## src/hw/rtl/tfpm_pkg.sv

```systemverilog
`timescale 1ns / 1ps

package tfpm_pkg;

  localparam int DIGIT_W   = 28;
  localparam int PROD_W    = 2 * DIGIT_W;
  // Column sums hold up to three products plus a carry in.
  localparam int SUM_W     = PROD_W + 3;
  localparam int BYTE_W    = 8;
  localparam int BYTE_POS  = 16;
  localparam int OUT_SHIFT = 20;
  localparam int ROUND_POS = 19;
  localparam int PIPE_LAT  = 6;

  localparam logic [SUM_W-1:0] ROUND_ADD = SUM_W'(1) << ROUND_POS;

  typedef enum logic [1:0] {
    OP_MUL    = 2'd0,
    OP_SQUARE = 2'd1,
    OP_HIGH   = 2'd2
  } op_e;

  typedef logic [DIGIT_W-1:0] digit_t;
  typedef digit_t [2:0]       num_t;
  typedef logic [PROD_W-1:0]  prod_t;
  // Indexed [digit of a][digit of b].
  typedef prod_t [2:0][2:0]   prod_grid_t;

endpackage

```

## src/hw/rtl/tfpm_operand.sv

```systemverilog
`timescale 1ns / 1ps

module tfpm_operand import tfpm_pkg::*; (
  input  logic                clk_i,
  input  logic                rst_ni,
  input  logic                accept_i,
  input  logic [1:0]          operation_i,
  input  num_t                a_i,
  input  num_t                b_i,
  input  logic [BYTE_W-1:0]   b_byte_i,
  output logic                valid_o,
  output num_t                a_o,
  output num_t                b_o
);

  logic valid_q;
  num_t a_q;
  num_t b_q;
  num_t b_d;

  always_comb begin
    case (op_e'(operation_i))
      OP_SQUARE: b_d = a_i;
      OP_HIGH: begin
        b_d    = '0;
        b_d[2] = digit_t'(b_byte_i) << BYTE_POS;
      end
      // The spare code multiplies like OP_MUL.
      default: b_d = b_i;
    endcase
  end

  always_ff @(posedge clk_i or negedge rst_ni) begin
    if (!rst_ni) begin
      valid_q <= 1'b0;
    end else begin
      valid_q <= accept_i;
    end
  end

  always_ff @(posedge clk_i) begin
    if (accept_i) begin
      a_q <= a_i;
      b_q <= b_d;
    end
  end

  assign valid_o = valid_q;
  assign a_o     = a_q;
  assign b_o     = b_q;

endmodule

```

## config.mk

```make
export PLATFORM = sky130hd
export DESIGN_NAME = tfpm_operand
export DESIGN_NICKNAME = d
export VERILOG_FILES = /design/src/hw/rtl/tfpm_pkg.sv /design/src/hw/rtl/tfpm_operand.sv
export SDC_FILE = /design/constraint.sdc
export NUM_CORES = 1
export LEC_CHECK = 0
export BUFFER_PORTS_ARGS = -buffer_cell sky130_fd_sc_hd__buf_4
export CAP_MARGIN = 10
export CELL_PAD_IN_SITES_DETAIL_PLACEMENT = 0
export CELL_PAD_IN_SITES_GLOBAL_PLACEMENT = 1
export CORE_AREA = 2 2 143 145
export CTS_BUF_LIST = sky130_fd_sc_hd__clkbuf_16
export DETAILED_ROUTE_END_ITERATION = 7
export DIE_AREA = 0 0 145 147
export GPL_TIMING_DRIVEN = 0
export PLACE_DENSITY = 0.75
export RECOVER_POWER = 100
export SYNTH_ARGS = -nofsm -noshare
export SYNTH_HDL_FRONTEND = slang
export SYNTH_SLANG_ARGS = --single-unit
```

## constraint.sdc

```tcl
create_clock -name clk_i -period 0.8 [get_ports clk_i]
set_input_delay 0.08 -clock clk_i [delete_from_list [all_inputs] [get_ports clk_i]]
set_output_delay 0.08 -clock clk_i [all_outputs]
set_load 0.01 [all_outputs]
```

# == After elaboration in Yosys (flattened, before gate mapping) ==
# Cells that the tools add are included.
# word_totals
ff_bits,169
word_cells,10
# op_classes
eq_ne,2
muxes,1
# ops
operator,count
$pmux 84 s2,1
$eq 2x1->1 const B,1
$eq 2x2->1 const B,1

# == Longest topological paths before layout ==
# logic_depth
word_depth,2
ltp_mapped,7
ltp_nobuf,4

# == Least setup slack after synthesis ==
# OpenSTA, ideal clock, no wires.
# synth_timing
path_kind,input to register
from,input port operation_i[0]
to,"register b_q (netlist bit b_o[10]), data pin"
setup_ps,256
arrival_ps,977
required_time_ps,544
setup_slack_ps,-434
path_stages,5
path_buffers,2
path_cell_list,inv_1 ha_1 buf_2 buf_2 a22o_1
# synth_rtl
element,line,source
from (decl),tfpm_operand.sv:7,"input logic [1:0] operation_i,"
to (signal assigned),tfpm_operand.sv:44,b_q <= b_d;
to (decl),tfpm_operand.sv:18,num_t b_q;

# == Worst setup path after layout ==
# layout_timing
from,register b_q (netlist bit b_o[82])
to,output port b_o[82] in the netlist's numbering
# layout_rtl
element,line,source
to (decl),tfpm_operand.sv:13,output num_t b_o
# No word-level cell between the ends.

==> results.tsv <==
metric	value	unit
drt_iter0_drc	236	
synth_fp_nets	479	
netlist_area	6060	sq um
fin_area	12700	sq um
core-area	19800	sq um
cts_buffer_depth	2	
vias	5304	
p_switching	0.00622	W
antenna_found_initial	1	
setup_ws	-0.299	ns
dpl.hpwl	13.6	mm
nets	1055	
worstSetupPathType	flop to output pin	
gp_congestion	0.828	
syn_area_per_cell	20.5	sq um
grt_pass1_wl	33.8	mm
clock-sinks	169	
cts_tree	yes	
drt-wirelength-per-cell	19.7	um
fin_crit	1.10	ns
relSlewSlack	56.8	%
synth_seq_cells	169	
crit_family	flip-flops	
worst_pin_slew	0.649	ns
drc	0	
max_freq	0.910	GHz
power_frac_seq	45.0	%
min-delay-start	b_i[18]	
pin_count	350	
placed_area	9110	sq um
rsz0062_at_grt	yes	
finalSetupViolations	353	
startpoint_type	flop	
hold_path.class	primary input to flop	
slowest_stage	edfxtp_1	
synth_area_leaders	edfxtp_1, a22o_1, buf_6	
pwr_density_cell	1950	nW/um^2
first_pass_iters	5	
grtUsageTotal	20.9	%
combPwrFrac	21.3	%
h-tree-depth	4	
root_buffer	clkbuf_16	
failed_checks	negative setup slack	
die_h	147	um
grt-ovfl-total	0	
final_hold_viol_count	0	
drive_gt1_share	47.1	%
worstPathCellList	buf_6	
cp_num_buf_inv	1	
setup-tns-final	-56.43	ns
die_area	21300	sq um
io_buffer_count	349	
viasPerCell	4.59	
startpoint	b_o[82]$_DFFE_PP_	
grt_pass1_vias	5822	
yosys_warnings	0	
critPathMaxStageDelay	0.44	ns
period_share	137	%
internal_power	0.0185	W
cap_violations	0	
cp.required	0.72	ns
wl	22.8	mm
path_clk_slew	0.07	ns
dp_slack	-0.705	ns
cp.depth	1	
placed_cells	916	
fin_util	63.9	%
slew_violations	0	
cts_buffers	17	
cp.arrival	1.02	ns
final_cell_count_no_fill	1156	
pwr-share-clk	33.7	%
initial_core_util	30.5	%
crit_path_end_kind	output pin	
p_leak	5.20	nW
critPathMaxFanout	1	
ir_drop	1340	uV
hold_depth	2	
synth_seq_area_share	83.7	%
netlist.area_leader.share	83.3	%
grt_max_degree	64	
ant_nets	0	
ys_types	13	
die_w	145	um
status	finished with violations	
synth_top_area_cell	edfxtp_1	
area_growth	109	%
syn_inst	296	
rows	52	
swShare	25.2	%
flip-flops by register name, indices dropped and copies added, names as in the netlist:
register  flops
a_o          84
b_o          84
valid_o       1
power groups by stage:
stage / combinational [W] / sequential, W / clock (W)
2_1_floorplan: 0.000663 / 0.0115 / 0
3_3_place_gp: 0.00342 / 0.0111 / 0
3_5_place_dp: 0.00351 / 0.0111 / 0
4_1_cts: 0.00514 / 0.0110 / 0.00843
5_1_grt: 0.00552 / 0.0112 / 0.00883
6_report: 0.00526 / 0.0111 / 0.00832
kinds of logic after synthesis:
group                    synth area share (%)
AO/OA/AOI/OAI                            12.6
AND/OR/NAND/NOR                         0.847
buffers and inverters                    2.44
adder cells (fa/ha/maj)                 0.413
flip-flops                               83.7
metal layers:
| layer | wire (um) | track usage (%) | share of wire [%] |
|---|---|---|---|
| met1 | 8040 | 22.4 | 35 |
| met2 | 12400 | 38.9 | 55 |
| met3 | 1750 | 5.93 | 7.7 |
| met4 | 556 | 7.82 | 2.4 |
| met5 | 0 | 0 | 0 |
through the flow:
step / total power (W) / hold slack (ns)
after global placement: 0.0145 / -0.144
final: 0.0247 / 0.0309
after CTS: 0.0246 / -0.0124
after floorplan: 0.0122 / -0.216
after global routing: 0.0255 / 0.0116
after detailed placement: 0.0146 / -0.144
cells in the mapped netlist:
master    number
edfxtp_1     168
a22o_1        75
buf_2         10
nand2_1       10
o21ai_1        9
a22oi_1        8
buf_6          7
clkbuf_1       2
ha_1           2
inv_1          2
buf_1          1
dfrtp_1        1
nor2b_4        1
placed cells by master, fill, tap and decap left out, types with 2 or more instances in the layout:
cell type,n
nand2_4,2
inv_6,5
buf_4,109
ha_4,2
clkinv_4,2
inv_8,2
edfxtp_1,168
a22oi_1,8
clkbuf_1,33
clkbuf_4,53
buf_16,10
a22o_1,75
buf_6,167
nand2_1,2
o21ai_1,5
buf_8,18
o21ai_2,4
buf_12,7
clkbuf_16,20
dlygate4sd3_1,175
clkinv_8,3
nand2_2,6
what timing repair did:
item                                   CTS  global route
gates resized for setup                185            69
endpoints found under the hold margin  170             1
buffers inserted                        21             8
gates cloned                            12             3
setup endpoints to repair              352           271
hold buffers                           174             1
pin swaps                               19            13
worst paths after layout:
path                                     end  slack (ns)
max                                  b_o[82]       -0.30
min                        b_o[18]$_DFFE_PP_        0.03
max in group asynchronous  valid_o$_DFF_PN0_        0.12
min in group asynchronous  valid_o$_DFF_PN0_        0.56
final cells by class:
cell class / count / area, sq um
inverter: 2 / 22.5
timing repair buffer: 563 / 5560
clock inverter: 15 / 175
buffer: 14 / 183
sequential: 169 / 5070
multi-input combinational: 105 / 908
tap: 270 / 338
fill: 1389 / 7160
antenna: 1 / 2.50
clock buffer: 17 / 425
No activity file was read; power rests on OpenSTA's default activity.
