===== config.mk =====
export PLATFORM = sky130hd
export DESIGN_NAME = tfpm_carry
export DESIGN_NICKNAME = d
export VERILOG_FILES = /design/src/hw/rtl/tfpm_pkg.sv /design/src/hw/rtl/tfpm_carry.sv
export SDC_FILE = /design/constraint.sdc
export NUM_CORES = 1
export LEC_CHECK = 0
export ABC_AREA = 0
export BUFFER_PORTS_ARGS = -buffer_cell sky130_fd_sc_hd__buf_2
export CORE_MARGIN = 8
export CORE_UTILIZATION = 52
export CTS_BUF_LIST = sky130_fd_sc_hd__clkbuf_16
export DETAILED_ROUTE_END_ITERATION = 12
export PLACE_DENSITY_LB_ADDON = 0.2
export SLEW_MARGIN = 20
export SYNTH_ARGS = -nofsm -noshare
export SYNTH_HDL_FRONTEND = slang
export SYNTH_SLANG_ARGS = --single-unit

===== constraint.sdc =====
create_clock -name clk_i -period 3.55 [get_ports clk_i]
set_input_delay 0.355 -clock clk_i [delete_from_list [all_inputs] [get_ports clk_i]]
set_output_delay 0.355 -clock clk_i [all_outputs]
set_load 0.01 [all_outputs]

===== src/hw/rtl/tfpm_pkg.sv =====
`timescale 1ns / 1ps

package tfpm_pkg;

  localparam int DIGIT_W   = 28;
  localparam int PROD_W    = 2 * DIGIT_W;
  // Column sums hold up to three products plus a carry in.
  localparam int SUM_W     = PROD_W + 3;
  localparam int BYTE_W    = 8;
  localparam int BYTE_POS  = 16;
  localparam int OUT_SHIFT = 20;
  localparam int ROUND_POS = 19;
  localparam int PIPE_LAT  = 6;

  localparam logic [SUM_W-1:0] ROUND_ADD = SUM_W'(1) << ROUND_POS;

  typedef enum logic [1:0] {
    OP_MUL    = 2'd0,
    OP_SQUARE = 2'd1,
    OP_HIGH   = 2'd2
  } op_e;

  typedef logic [DIGIT_W-1:0] digit_t;
  typedef digit_t [2:0]       num_t;
  typedef logic [PROD_W-1:0]  prod_t;
  // Indexed [digit of a][digit of b].
  typedef prod_t [2:0][2:0]   prod_grid_t;

endpackage


===== src/hw/rtl/tfpm_carry.sv =====
`timescale 1ns / 1ps

module tfpm_carry import tfpm_pkg::*; (
  input  logic       clk_i,
  input  logic       rst_ni,
  input  logic       valid_i,
  input  prod_grid_t prod_i,
  output logic       valid_o,
  output num_t       r_o
);

  localparam int KEEP_W = DIGIT_W - OUT_SHIFT;

  logic [2:0] valid_q;

  // Column sums.
  logic [SUM_W-1:0] t1_q, c2_q, c3a_q;
  prod_t            c4a_q;
  // Carry into the third column resolved.
  logic [SUM_W-1:0] t2_q, c3b_q;
  prod_t            c4b_q;
  // Carry into the fourth column resolved.
  logic [SUM_W-1:0]  t3_q;
  logic [KEEP_W-1:0] t2f_q;
  prod_t             c4c_q;

  logic             out_valid_q;
  num_t             r_q;
  logic [SUM_W-1:0] t4;
  num_t             r_d;

  always_ff @(posedge clk_i or negedge rst_ni) begin
    if (!rst_ni) begin
      valid_q     <= '0;
      out_valid_q <= 1'b0;
    end else begin
      valid_q     <= {valid_q[1:0], valid_i};
      out_valid_q <= valid_q[2];
    end
  end

  always_ff @(posedge clk_i) begin
    if (valid_i) begin
      t1_q  <= SUM_W'(prod_i[0][0] >> DIGIT_W) + SUM_W'(prod_i[1][0])
             + SUM_W'(prod_i[0][1]);
      c2_q  <= SUM_W'(prod_i[2][0]) + SUM_W'(prod_i[1][1])
             + SUM_W'(prod_i[0][2]) + ROUND_ADD;
      c3a_q <= SUM_W'(prod_i[2][1]) + SUM_W'(prod_i[1][2]);
      c4a_q <= prod_i[2][2];
    end
    if (valid_q[0]) begin
      t2_q  <= (t1_q >> DIGIT_W) + c2_q;
      c3b_q <= c3a_q;
      c4b_q <= c4a_q;
    end
    if (valid_q[1]) begin
      t3_q  <= (t2_q >> DIGIT_W) + c3b_q;
      t2f_q <= t2_q[DIGIT_W-1:OUT_SHIFT];
      c4c_q <= c4b_q;
    end
    if (valid_q[2]) begin
      r_q <= r_d;
    end
  end

  // The final shift drops the low OUT_SHIFT bits of the third column and
  // anything above the top digit.
  always_comb begin
    t4     = (t3_q >> DIGIT_W) + SUM_W'(c4c_q);
    r_d[0] = {t3_q[OUT_SHIFT-1:0], t2f_q};
    r_d[1] = {t4[OUT_SHIFT-1:0], t3_q[DIGIT_W-1:OUT_SHIFT]};
    r_d[2] = t4[OUT_SHIFT+DIGIT_W-1:OUT_SHIFT];
  end

  assign valid_o = out_valid_q;
  assign r_o     = r_q;

endmodule


After elaboration in Yosys (flattened, before gate mapping)
Cells that the tools add are included.
Widths: inputs -> output; s select.
{"block": "word_totals", "regBits": 594, "latchBits": 0, "ramBits": 0, "romBits": 0, "input_bits": 507, "output_inout_bits": 85, "elab_cells": 24, "mem_count": 0}
{"block": "op_classes", "add_sub_neg": 9, "multipliers": 0, "n_div": 0, "magnitude_cmp": 0, "eq_ne": 0, "shifts": 0, "mux": 0, "bitwise": 0, "reduce_logical": 0}
{"op": "$add 31x59->59", "n": 2}
{"op": "$add 57x56->58", "n": 2}
{"op": "$add 56x56->57", "n": 2}
{"op": "$add 58x20->59 const B", "n": 1}
{"op": "$add 28x56->57", "n": 1}
{"op": "$add 31x48->48", "n": 1}

Logic depth before layout (Yosys ltp)
Gate-level depths: netlist of the first run.
{"block": "logic_depth", "word_depth": 3, "ltp_mapped": 16, "ltp_nobuf": 16}

Least setup slack after synthesis of the first run
OpenSTA, ideal clock, no wires.
{"block": "synth_timing", "path_kind": "input to register", "start": "input port prod_i[118] in the netlist's numbering", "end": "register c2_q[57] (data pin)", "setup_time_ns": 0.259, "arrival_time_ns": 3.767, "t_required_ns": 3.291, "path_slack_ns": -0.476, "cell_stages": 14, "path_buffers": 0, "cell_sequence": "inv_1 -> fa_1 -> inv_1 -> ha_1 -> ha_1 -> a2111oi_4 -> a21boi_2 -> a221o_1 -> a41o_1 -> a41o_4 -> a31oi_4 -> o221ai_2 -> a41o_1 -> a211o_1"}
{"block": "synth_between", "elab_chain_len": 2}
{"element": "start, declared", "line_no": "tfpm_carry.sv:7", "text": "input prod_grid_t prod_i,"}
{"element": "$add 57x56->58", "line_no": "tfpm_carry.sv:47", "text": "+ SUM_W'(prod_i[0][2]) + ROUND_ADD;"}
{"element": "$add 58x20->59", "line_no": "tfpm_carry.sv:47"}
{"element": "end signal, assigned", "line_no": "tfpm_carry.sv:46", "text": "c2_q <= SUM_W'(prod_i[2][0]) + SUM_W'(prod_i[1][1])"}
{"element": "end, declared", "line_no": "tfpm_carry.sv:17", "text": "logic [SUM_W-1:0] t1_q, c2_q, c3a_q;"}
Every way passes these cells.
A chain may end at the register's enable or synchronous reset.

Final worst setup path of the first run
{"block": "layout_timing", "start": "input port prod_i[339] in the netlist's numbering", "end": "register c2_q[57] (data pin)"}
{"block": "layout_between", "elab_chain_len": 3}
{"element": "$add 56x56->57", "line_no": "tfpm_carry.sv:46"}
{"element": "$add 57x56->58", "line_no": "tfpm_carry.sv:47"}
{"element": "$add 58x20->59", "line_no": "tfpm_carry.sv:47"}
Every way passes these cells.

==> results of run 1 <==
[registers in the layout, indices dropped and copies added, names as in the netlist]
signal   count
r_o         84
c2_q        58
t3_q        58
c3a_q       57
c3b_q       57
c4a_q       48
c4b_q       48
c4c_q       48
t2_q        39
t1_q        30
t2f_q        8
valid_q      3
valid_o      1
[worst max-delay path: cells and delay by family]
family,cells,cell delay [ns]
compound gates,10,2.34
buf+inv,3,0.15
fa+ha+maj,3,1.01
[where the power goes]
part / switching, W / internal, W / total [W] / leakage (nW)
combinational: 0.00435 / 0.00378 / 0.00812 / 12.6
clock: 0.00225 / 0.00307 / 0.00532 / 0.861
sequential: 0.000583 / 0.00873 / 0.00932 / 5.28
total: 0.00718 / 0.0156 / 0.0228 / 18.7
[kinds of logic (layout without fill, tap and decap cells)]
logic type | after synthesis | in the layout | synth area share, %
buffers and inverters | 345 | 1246 | 3.935
AO/OA/AOI/OAI | 698 | 698 | 13.92
XOR/XNOR | 261 | 261 | 6.912
adder cells (fa/ha/maj) | 426 | 426 | 18.09
AND/OR/NAND/NOR | 556 | 556 | 8.267
other | 0 | 4 | 0
flip-flops | 539 | 539 | 48.88
[layout make-up]
cell class	count	area (µm²)
Inverter	299	1132
Multi-Input combinational cell	1941	16000
Clock buffer	53	1326
Clock inverter	43	335.3
Sequential cell	539	16180
Tap cell	846	1059
Timing Repair Buffer	851	5205
Fill cell	4862	21720
Antenna cell	4	10.01
[what timing repair did]
item,4_1_cts,5_1_grt
cloned,0,0
setup endpoints to repair,29,55
pin swaps,7,30
hold endpoints to repair,50,0
hold buffers,47,0
gates resized for setup,13,49
buffers inserted,2,11
[how the worst max path moves through the flow]
stage / to / slack, ns
floorplan: c2_q[38]$_DFFE_PP_ / -0.32
CTS: c2_q[57]$_DFFE_PP_ / 0.02
global route: c2_q[57]$_DFFE_PP_ / -0.09
global placement: c2_q[56]$_DFFE_PP_ / -0.75
detailed placement: c2_q[38]$_DFFE_PP_ / -0.86
finish: c2_q[57]$_DFFE_PP_ / 0.009
[through the flow]
stage	utilization [%]	worst slack, ns	std cells
3_3_place_gp	61.41	-0.7545	4415
3_5_place_dp	61.41	-0.8560	4415
2_1_floorplan	-	-0.3226	2825
4_1_cts	64.89	0.01852	4560
5_1_grt	65.50	-0.09001	4575
6_report	65.50	0.009074	4576
[per-layer routing]
metal  wire [µm]  vias up  part of all wire, %  global-route usage (%)
met1       36980    11620                   43                   30.06
met3        5092      134                  5.9                   3.220
met4        2297        2                  2.6                   6.976
met2       42450      759                   49                   40.45
met5          13        -                0.015                       0
li1            -    12060                    -                       -
[synthesized netlist by cell type, drive strengths merged, types with 5 or more instances]
| library cell | count |
|---|---|
| edfxtp | 535 |
| ha | 339 |
| inv | 299 |
| a21oi | 218 |
| xnor2 | 172 |
| nand2 | 145 |
| a21o | 142 |
| nor2 | 116 |
| o21ai | 109 |
| xor2 | 89 |
| fa | 87 |
| nand3 | 70 |
| nand4 | 57 |
| clkbuf | 42 |
| and3 | 35 |
| nor3 | 32 |
| nor2b | 30 |
| o21bai | 30 |
| a31oi | 29 |
| o21a | 25 |
| nand2b | 23 |
| a211oi | 22 |
| and2 | 20 |
| o211ai | 16 |
| a21boi | 11 |
| o31ai | 11 |
| a221oi | 9 |
| a41oi | 8 |
| nor3b | 8 |
| a211o | 6 |
| a31o | 6 |
| a41o | 6 |
| o221ai | 6 |
| a2111oi | 5 |
| a221o | 5 |
| o2111ai | 5 |
==> flow_summary.json, run 1 <==
{
  "r2r_cells": 14,
  "dieArea_um2": 71930,
  "clock.fmax_mhz": 282.4,
  "yosysTopAreaCell": "edfxtp_1",
  "slew_viol_final": 0,
  "vdd.ir_drop.worst_uv": 406.2,
  "routed_wl_um": 86840,
  "placed_area_um2": 38670,
  "finalClockSkew_ns": 0.01592,
  "syn-num-nets": 3758,
  "hpwl_um": 70680,
  "worstPathMaxFanout": 3,
  "timing.final.crit_share_pct": 99.74,
  "fin_hold_ws_ns": 0.04695,
  "antenna_found_initial": 5,
  "min_period_ns": 3.541,
  "cpPeakStageDelay_ns": 0.56,
  "yosysUniqueCellTypes": 78,
  "dr.pass1.iters": 5,
  "grt_pass1_wl_um": 133500,
  "cp_slowest_cell": "fa_1",
  "worstPathRequired_ns": 3.89,
  "cts_inserted_buffers": 52,
  "io_buffers": 555,
  "tritoncts": "done",
  "synth-edff-count": 535,
  "drtAntennaViolNets": 0,
  "worst_pin_slew_ns": 0.8861,
  "ys_async_sr_fraction_pct": 0.7421,
  "powerDensity_nw_per_um2": 551.8,
  "crit_type": "in2reg",
  "total_power_w": 0.02276,
  "end_kind": "flip-flop",
  "hold_depth": 1,
  "status": "finished clean",
  "fin_nets": 4617,
  "root_buffer": "clkbuf_16",
  "p_leak_nw": 18.71,
  "syn2layout_area_growth_pct": 24.71,
  "maxSlewHeadroom_pct": 40.93,
  "first_iter_violations": 1596,
  "initial_core_util_pct": 52.52,
  "die_height_um": 268.2,
  "cts_num_sinks": 539,
  "ios": 592,
  "hold_class": "in2reg",
  "htree_levels": 2,
  "fin_area_um2": 41240,
  "vias_per_cell": 5.369,
  "rrSetupSlack_ns": 0.16,
  "worst_skew_pair.late_latency_ns": 0.59,
  "clk_pin_slew_ns": 0.06,
  "die_w_um": 268.2,
  "synthCells": 2825,
  "synthesis.area_um2": 33070,
  "timing.rr.start": "t3_q[28]$_DFFE_PP_",
  "yosysWarnings": 0,
  "synth.top_cell.area_share_pct": 48.58,
  "max-cap-violations": 0,
  "setup_viol": 0,
  "drive_above_1_share_pct": 25.71,
  "final_cell_mix": "buf_2 (552), edfxtp_1 (535), ha_1 (321)",
  "start_kind": "input pin",
  "critPathLaunch": "prod_i[339]",
  "grt_pass1_vias": 25460,
  "synthTopCellsByArea": "edfxtp_1 (49%), ha_1 (13%), fa_1 (5.3%)",
  "drc": 0,
  "rows": 92,
  "hold_path.startpoint": "prod_i[452]",
  "grt_setup_unrepaired": "yes",
  "overflow": 0,
  "gp_congestion": 0.9646,
  "synth_flop_cell": "edfxtp_1",
  "crit_chain": "buf_6 > inv_4 > fa_1 > inv_2 > ha_4 > ha_4 > a21o_1 > o21ai_2 > a21boi_2 > a221o_1 > a41o_1 > a41o_4 > a31oi_4 > o221ai_2 > a41o_1 > a211o_1",
  "wl_per_cell_um": 18.98,
  "layout_commonest_cell": "buf_2",
  "synth_seq_cells": 539,
  "r2r-end": "r_o[76]$_DFFE_PP_",
  "min_to": "c4a_q[4]$_DFFE_PP_",
  "clock_path_buffers": 3,
  "hold_viol": 0,
  "grt_util_all_layers_pct": 23.25,
  "seq_area_frac_synth_pct": 48.88,
  "vias": 24570,
  "syn_avg_cell_area_um2": 11.71,
  "fp.coreArea_um2": 62970,
  "grt_max_degree": 108,
  "tns_ns": 0,
  "cp.arrival_ns": 3.88
}
No activity file was read; power rests on OpenSTA's default activity.
==> inputs of run 2 (changes only) <==
--- a/config.mk
+++ b/config.mk
@@ -12,6 +12,7 @@
 export CTS_BUF_LIST = sky130_fd_sc_hd__clkbuf_16
 export DETAILED_ROUTE_END_ITERATION = 12
 export PLACE_DENSITY_LB_ADDON = 0.2
+export REMOVE_ABC_BUFFERS = 1
 export SLEW_MARGIN = 20
 export SYNTH_ARGS = -nofsm -noshare
 export SYNTH_HDL_FRONTEND = slang
==> flow_summary.json, run 2 (synthesis results as in run 1) <==
{
  "hold_viol": 0,
  "cp.arrival_ns": 3.93,
  "crit_type": "in2reg",
  "r2r-end": "r_o[72]$_DFFE_PP_",
  "cp_slowest_cell": "fa_1",
  "r2r_cells": 15,
  "initial_core_util_pct": 52.52,
  "final_cell_mix": "buf_2 (552), edfxtp_1 (535), ha_1 (317)",
  "worst_skew_pair.late_latency_ns": 0.60,
  "critPathLaunch": "prod_i[342]",
  "io_buffers": 555,
  "vdd.ir_drop.worst_uv": 392.8,
  "htree_levels": 2,
  "overflow": 0,
  "clock.fmax_mhz": 278.5,
  "fin_ws_ns": -0.04071,
  "drc": 0,
  "powerDensity_nw_per_um2": 552.5,
  "fin_nets": 4624,
  "die_w_um": 268.2,
  "min_period_ns": 3.591,
  "hold_class": "in2reg",
  "crit_chain": "buf_6 > inv_2 > fa_1 > inv_2 > ha_4 > ha_4 > a2111oi_4 > a21boi_4 > a221o_1 > a41o_1 > a41o_4 > a31oi_4 > o221ai_2 > a41o_1 > a211o_1",
  "layout_commonest_cell": "buf_2",
  "cts_num_sinks": 539,
  "rrSetupSlack_ns": 0.07,
  "timing.rr.start": "t3_q[28]$_DFFE_PP_",
  "p_leak_nw": 18.79,
  "root_buffer": "clkbuf_16",
  "clock_path_buffers": 3,
  "die_height_um": 268.2,
  "status": "finished, violations left",
  "timing.final.crit_share_pct": 101.1,
  "fin_hold_ws_ns": 0.1030,
  "grt_util_all_layers_pct": 22.98,
  "first_iter_violations": 1697,
  "tritoncts": "done",
  "cpPeakStageDelay_ns": 0.54,
  "grt_pass1_wl_um": 131900,
  "worstPathRequired_ns": 3.89,
  "syn2layout_area_growth_pct": 25.34,
  "clk_pin_slew_ns": 0.06,
  "largest_reg_flops": 84,
  "dp_slack_ns": -0.8187,
  "grt_pass1_vias": 25540,
  "worst_pin_slew_ns": 0.7843,
  "end_kind": "flip-flop",
  "total_power_w": 0.02290,
  "setup_viol": 2,
  "critPathCapture": "c2_q[57]$_DFFE_PP_",
  "drtAntennaViolNets": 0,
  "ios": 592,
  "start_kind": "input pin",
  "hpwl_um": 69470,
  "antenna_found_initial": 4,
  "grt_setup_unrepaired": "yes",
  "grt_max_degree": 93,
  "slew_viol_final": 0,
  "finalClockSkew_ns": 0.01794,
  "maxSlewHeadroom_pct": 47.71,
  "layout.cells.non_filler": 4585,
  "drive_above_1_share_pct": 26.21,
  "worstPathMaxFanout": 3,
  "placed_cells": 4425,
  "gp_congestion": 0.9518,
  "dieArea_um2": 71930,
  "cts_inserted_buffers": 54,
  "vias": 24520,
  "fp.coreArea_um2": 62970,
  "max-cap-violations": 0,
  "rows": 92,
  "wl_per_cell_um": 18.70,
  "dr.pass1.iters": 7,
  "vias_per_cell": 5.347,
  "violations": "setup timing",
  "routed_wl_um": 85730
}
-- run 2: final cells by class --
| type | count | area, µm² |
|---|---|---|
| antenna | 4 | 10.01 |
| clock buffer | 57 | 1426 |
| clock inverter | 43 | 311.5 |
| fill | 4858 | 21510 |
| inverter | 299 | 1122 |
| multi-input combinational | 1941 | 16070 |
| sequential | 539 | 16180 |
| tap | 846 | 1059 |
| timing repair buffer | 856 | 5279 |
-- run 2: what timing repair did --
| item | 4_1_cts | 5_1_grt |
|---|---|---|
| gates resized for setup | 23 | 70 |
| setup buffers | 0 | 6 |
| setup endpoints to repair | 35 | 71 |
| hold buffers | 49 | 0 |
| pin swaps | 3 | 49 |
| endpoints found under the hold margin | 52 | 0 |
-- run 2: metrics by stage --
step                      utilization, %  instance area (µm²)  setup TNS, ns
final                              65.83                41450       -0.05631
after floorplan                        -                32890         -29.32
after detailed placement           61.38                38650         -33.53
after CTS                          65.11                41000              0
after global placement             61.38                38650         -27.48
after global routing               65.83                41450        -0.2686
-- run 2: layer usage --
layer | vias to the layer above | wire, µm | track usage, %
met4 | 0 | 2287 | 6.771
met3 | 130 | 4749 | 3.248
met1 | 11590 | 36430 | 29.26
met2 | 707 | 42270 | 40.54
met5 | - | 0 | 0
li1 | 12090 | - | -
-- run 2: power breakdown --
part / internal, W / total (W) / leakage (nW) / switching, W
Sequential: 0.00873 / 0.00930 / 5.28 / 0.000569
Combinational: 0.00378 / 0.00811 / 12.6 / 0.00433
Clock: 0.00319 / 0.00549 / 0.900 / 0.00230
-- run 2: how the worst min path moves through the flow --
stage / endpoint / start / slack, ns / cells past startpoint
2_1_floorplan: valid_o$_DFF_PN0_ / rst_ni / 0.06 / 0
3_3_place_gp: valid_o$_DFF_PN0_ / rst_ni / 0.19 / 1
3_5_place_dp: valid_o$_DFF_PN0_ / rst_ni / 0.19 / 1
4_1_cts: c2_q[23]$_DFFE_PP_ / valid_i / 0.07 / 1
5_1_grt: c2_q[23]$_DFFE_PP_ / valid_i / 0.09 / 1
6_report: c2_q[23]$_DFFE_PP_ / valid_i / 0.10 / 1
-- run 2: worst max-delay path, delay by kind of cell --
kind                     cells  cell delay [ns]
buffers and inverters        3             0.15
adder cells (fa/ha/maj)      3             1.03
AO/OA/AOI/OAI                9             2.39
==> inputs of run 3 (changes only) <==
--- a/config.mk
+++ b/config.mk
@@ -12,6 +12,7 @@
 export CTS_BUF_LIST = sky130_fd_sc_hd__clkbuf_16
 export DETAILED_ROUTE_END_ITERATION = 12
 export PLACE_DENSITY_LB_ADDON = 0.2
+export RECOVER_POWER = 100
 export REMOVE_ABC_BUFFERS = 1
 export SLEW_MARGIN = 20
 export SYNTH_ARGS = -nofsm -noshare
==> flow_summary.json, run 3 (synthesis results as in run 1) <==
{
  "status": "finished, violations left",
  "violations": "capacitance limit, slew limit, setup timing",
  "antenna_found_initial": 4,
  "min_period_ns": 3.589,
  "hold_viol": 0,
  "grt_util_all_layers_pct": 22.98,
  "crit_type": "in2reg",
  "placed_area_um2": 38650,
  "p_sw_w": 0.007209,
  "root_buffer": "clkbuf_16",
  "worstPathRequired_ns": 3.89,
  "worst_pin_slew_ns": 2.425,
  "vias": 24490,
  "largest_reg_flops": 84,
  "rows": 92,
  "fin_ws_ns": -0.03891,
  "fin_area_um2": 41180,
  "critPathLaunch": "prod_i[342]",
  "layout_commonest_cell": "edfxtp_1",
  "drive_above_1_share_pct": 22.92,
  "worst_skew_pair.late_latency_ns": 0.59,
  "fp.coreArea_um2": 62970,
  "overflow": 0,
  "dr.pass1.iters": 5,
  "vdd.ir_drop.worst_uv": 393.2,
  "grt_pass1_vias": 25540,
  "cts_inserted_buffers": 54,
  "p_leak_nw": 18.43,
  "drc": 0,
  "max-cap-violations": 5,
  "timing.final.crit_share_pct": 101.1,
  "fin_nets": 4624,
  "die_height_um": 268.2,
  "clock.fmax_mhz": 278.6,
  "power_frac_clock_pct": 24.0,
  "slew_viol_final": 279,
  "fillers": 4962,
  "hpwl_um": 69470,
  "ff_latch_area_um2": 16170,
  "p_sw_share_pct": 31.54,
  "syn2layout_area_growth_pct": 24.51,
  "io_buffers": 555,
  "hold_depth": 2,
  "worstPathMaxFanout": 3,
  "critPathCapture": "c2_q[57]$_DFFE_PP_",
  "powerDensity_nw_per_um2": 555.1,
  "vias_per_cell": 5.342,
  "end_kind": "flip-flop",
  "maxSlewHeadroom_pct": -61.69,
  "r2r_cells": 15,
  "cp.arrival_ns": 3.93,
  "seqPwrFrac_pct": 40.8,
  "ios": 592,
  "htree_levels": 2,
  "rrSetupSlack_ns": 0.01,
  "clk_pin_slew_ns": 0.06,
  "drtAntennaViolNets": 0,
  "timing.rr.start": "t3_q[28]$_DFFE_PP_",
  "grt_setup_unrepaired": "yes",
  "r2r-end": "r_o[72]$_DFFE_PP_",
  "tritoncts": "done",
  "initial_core_util_pct": 52.52,
  "finalClockSkew_ns": 0.01555,
  "p_int_w": 0.01565,
  "die_w_um": 268.2,
  "cts_num_sinks": 539,
  "hold_class": "in2reg",
  "utilization_pct": 65.40,
  "p_comb_share_pct": 35.2,
  "dieArea_um2": 71930,
  "setup_viol": 2,
  "final_cell_mix": "edfxtp_1 (535), buf_2 (439), ha_1 (317)",
  "first_iter_violations": 1593,
  "grt_max_degree": 93,
  "routed_wl_um": 85900,
  "multi_input_area_um2": 16060,
  "start_kind": "input pin",
  "clock_path_buffers": 3,
  "wl_per_cell_um": 18.74,
  "grt_pass1_wl_um": 131900,
  "fin_hold_ws_ns": 0.1401,
  "gp_congestion": 0.9518
}
==> run 3: area by class of cell <==
cell class              instances  area share (%)
multi-input cells            1941           39.01
diodes                          4         0.02431
flip-flops and latches        539           39.26
clock inverters                43          0.7566
well taps                     846           2.571
repair buffers                856           12.19
clock buffers                  57           3.464
inverters                     299           2.726
==> run 3: critical path: stages <==
cell,delay [ns]
buf_6,0.07
inv_2,0.03
fa_1,0.54
inv_2,0.05
ha_4,0.28
ha_4,0.21
a2111oi_4,0.42
a21boi_4,0.13
a221o_1,0.40
a41o_1,0.24
a41o_4,0.25
a31oi_4,0.21
o221ai_2,0.15
a41o_1,0.28
a211o_1,0.30
==> run 3: power by group through the flow <==
stage / clock (W) / sequential [W] / combinational [W]
after floorplan: 0 / 0.00930 / 0.00481
after global placement: 0 / 0.00939 / 0.00755
after detailed placement: 0 / 0.00944 / 0.00768
after CTS: 0.00562 / 0.00932 / 0.00786
after global routing: 0.00583 / 0.00943 / 0.00892
final: 0.00549 / 0.00932 / 0.00805
==> run 3: through the flow <==
| step | std cells | TNS [ns] | total power, W | setup slack [ns] |
|---|---|---|---|---|
| after global placement | 4425 | -27.48 | 0.01694 | -0.7675 |
| after floorplan | 2779 | -29.32 | 0.01411 | -0.4758 |
| after detailed placement | 4425 | -33.53 | 0.01712 | -0.8187 |
| after global routing | 4585 | -0.8654 | 0.02418 | -0.09091 |
| after CTS | 4574 | 0 | 0.02280 | 0.003965 |
| final | 4585 | -0.05130 | 0.02286 | -0.03891 |
==> run 3: routing by layer <==
| metal | routed length (µm) | global-route usage, % | vias to the layer above | share of wire (%) |
|---|---|---|---|---|
| met1 | 36290 | 29.26 | 11570 | 42 |
| met5 | 0 | 0 | - | 0 |
| met4 | 2235 | 6.771 | 0 | 2.6 |
| met2 | 42370 | 40.54 | 709 | 49 |
| met3 | 5005 | 3.248 | 123 | 5.8 |
| li1 | - | - | 12100 | - |
==> run 3: worst min-delay path by stage <==
stage,startpoint,to,slack [ns]
detailed placement,rst_ni,valid_o$_DFF_PN0_,0.19
finish,prod_i[392],c3a_q[0]$_DFFE_PP_,0.14
global route,prod_i[392],c3a_q[0]$_DFFE_PP_,0.11
CTS,valid_i,c2_q[23]$_DFFE_PP_,0.07
floorplan,rst_ni,valid_o$_DFF_PN0_,0.06
global placement,rst_ni,valid_o$_DFF_PN0_,0.19
==> run 3: repair_timing <==
item	CTS	global route
hold endpoints to repair	52	0
buffers inserted	0	6
gates resized for setup	23	70
pin swaps	3	49
hold buffers	49	0
setup endpoints to repair	35	71
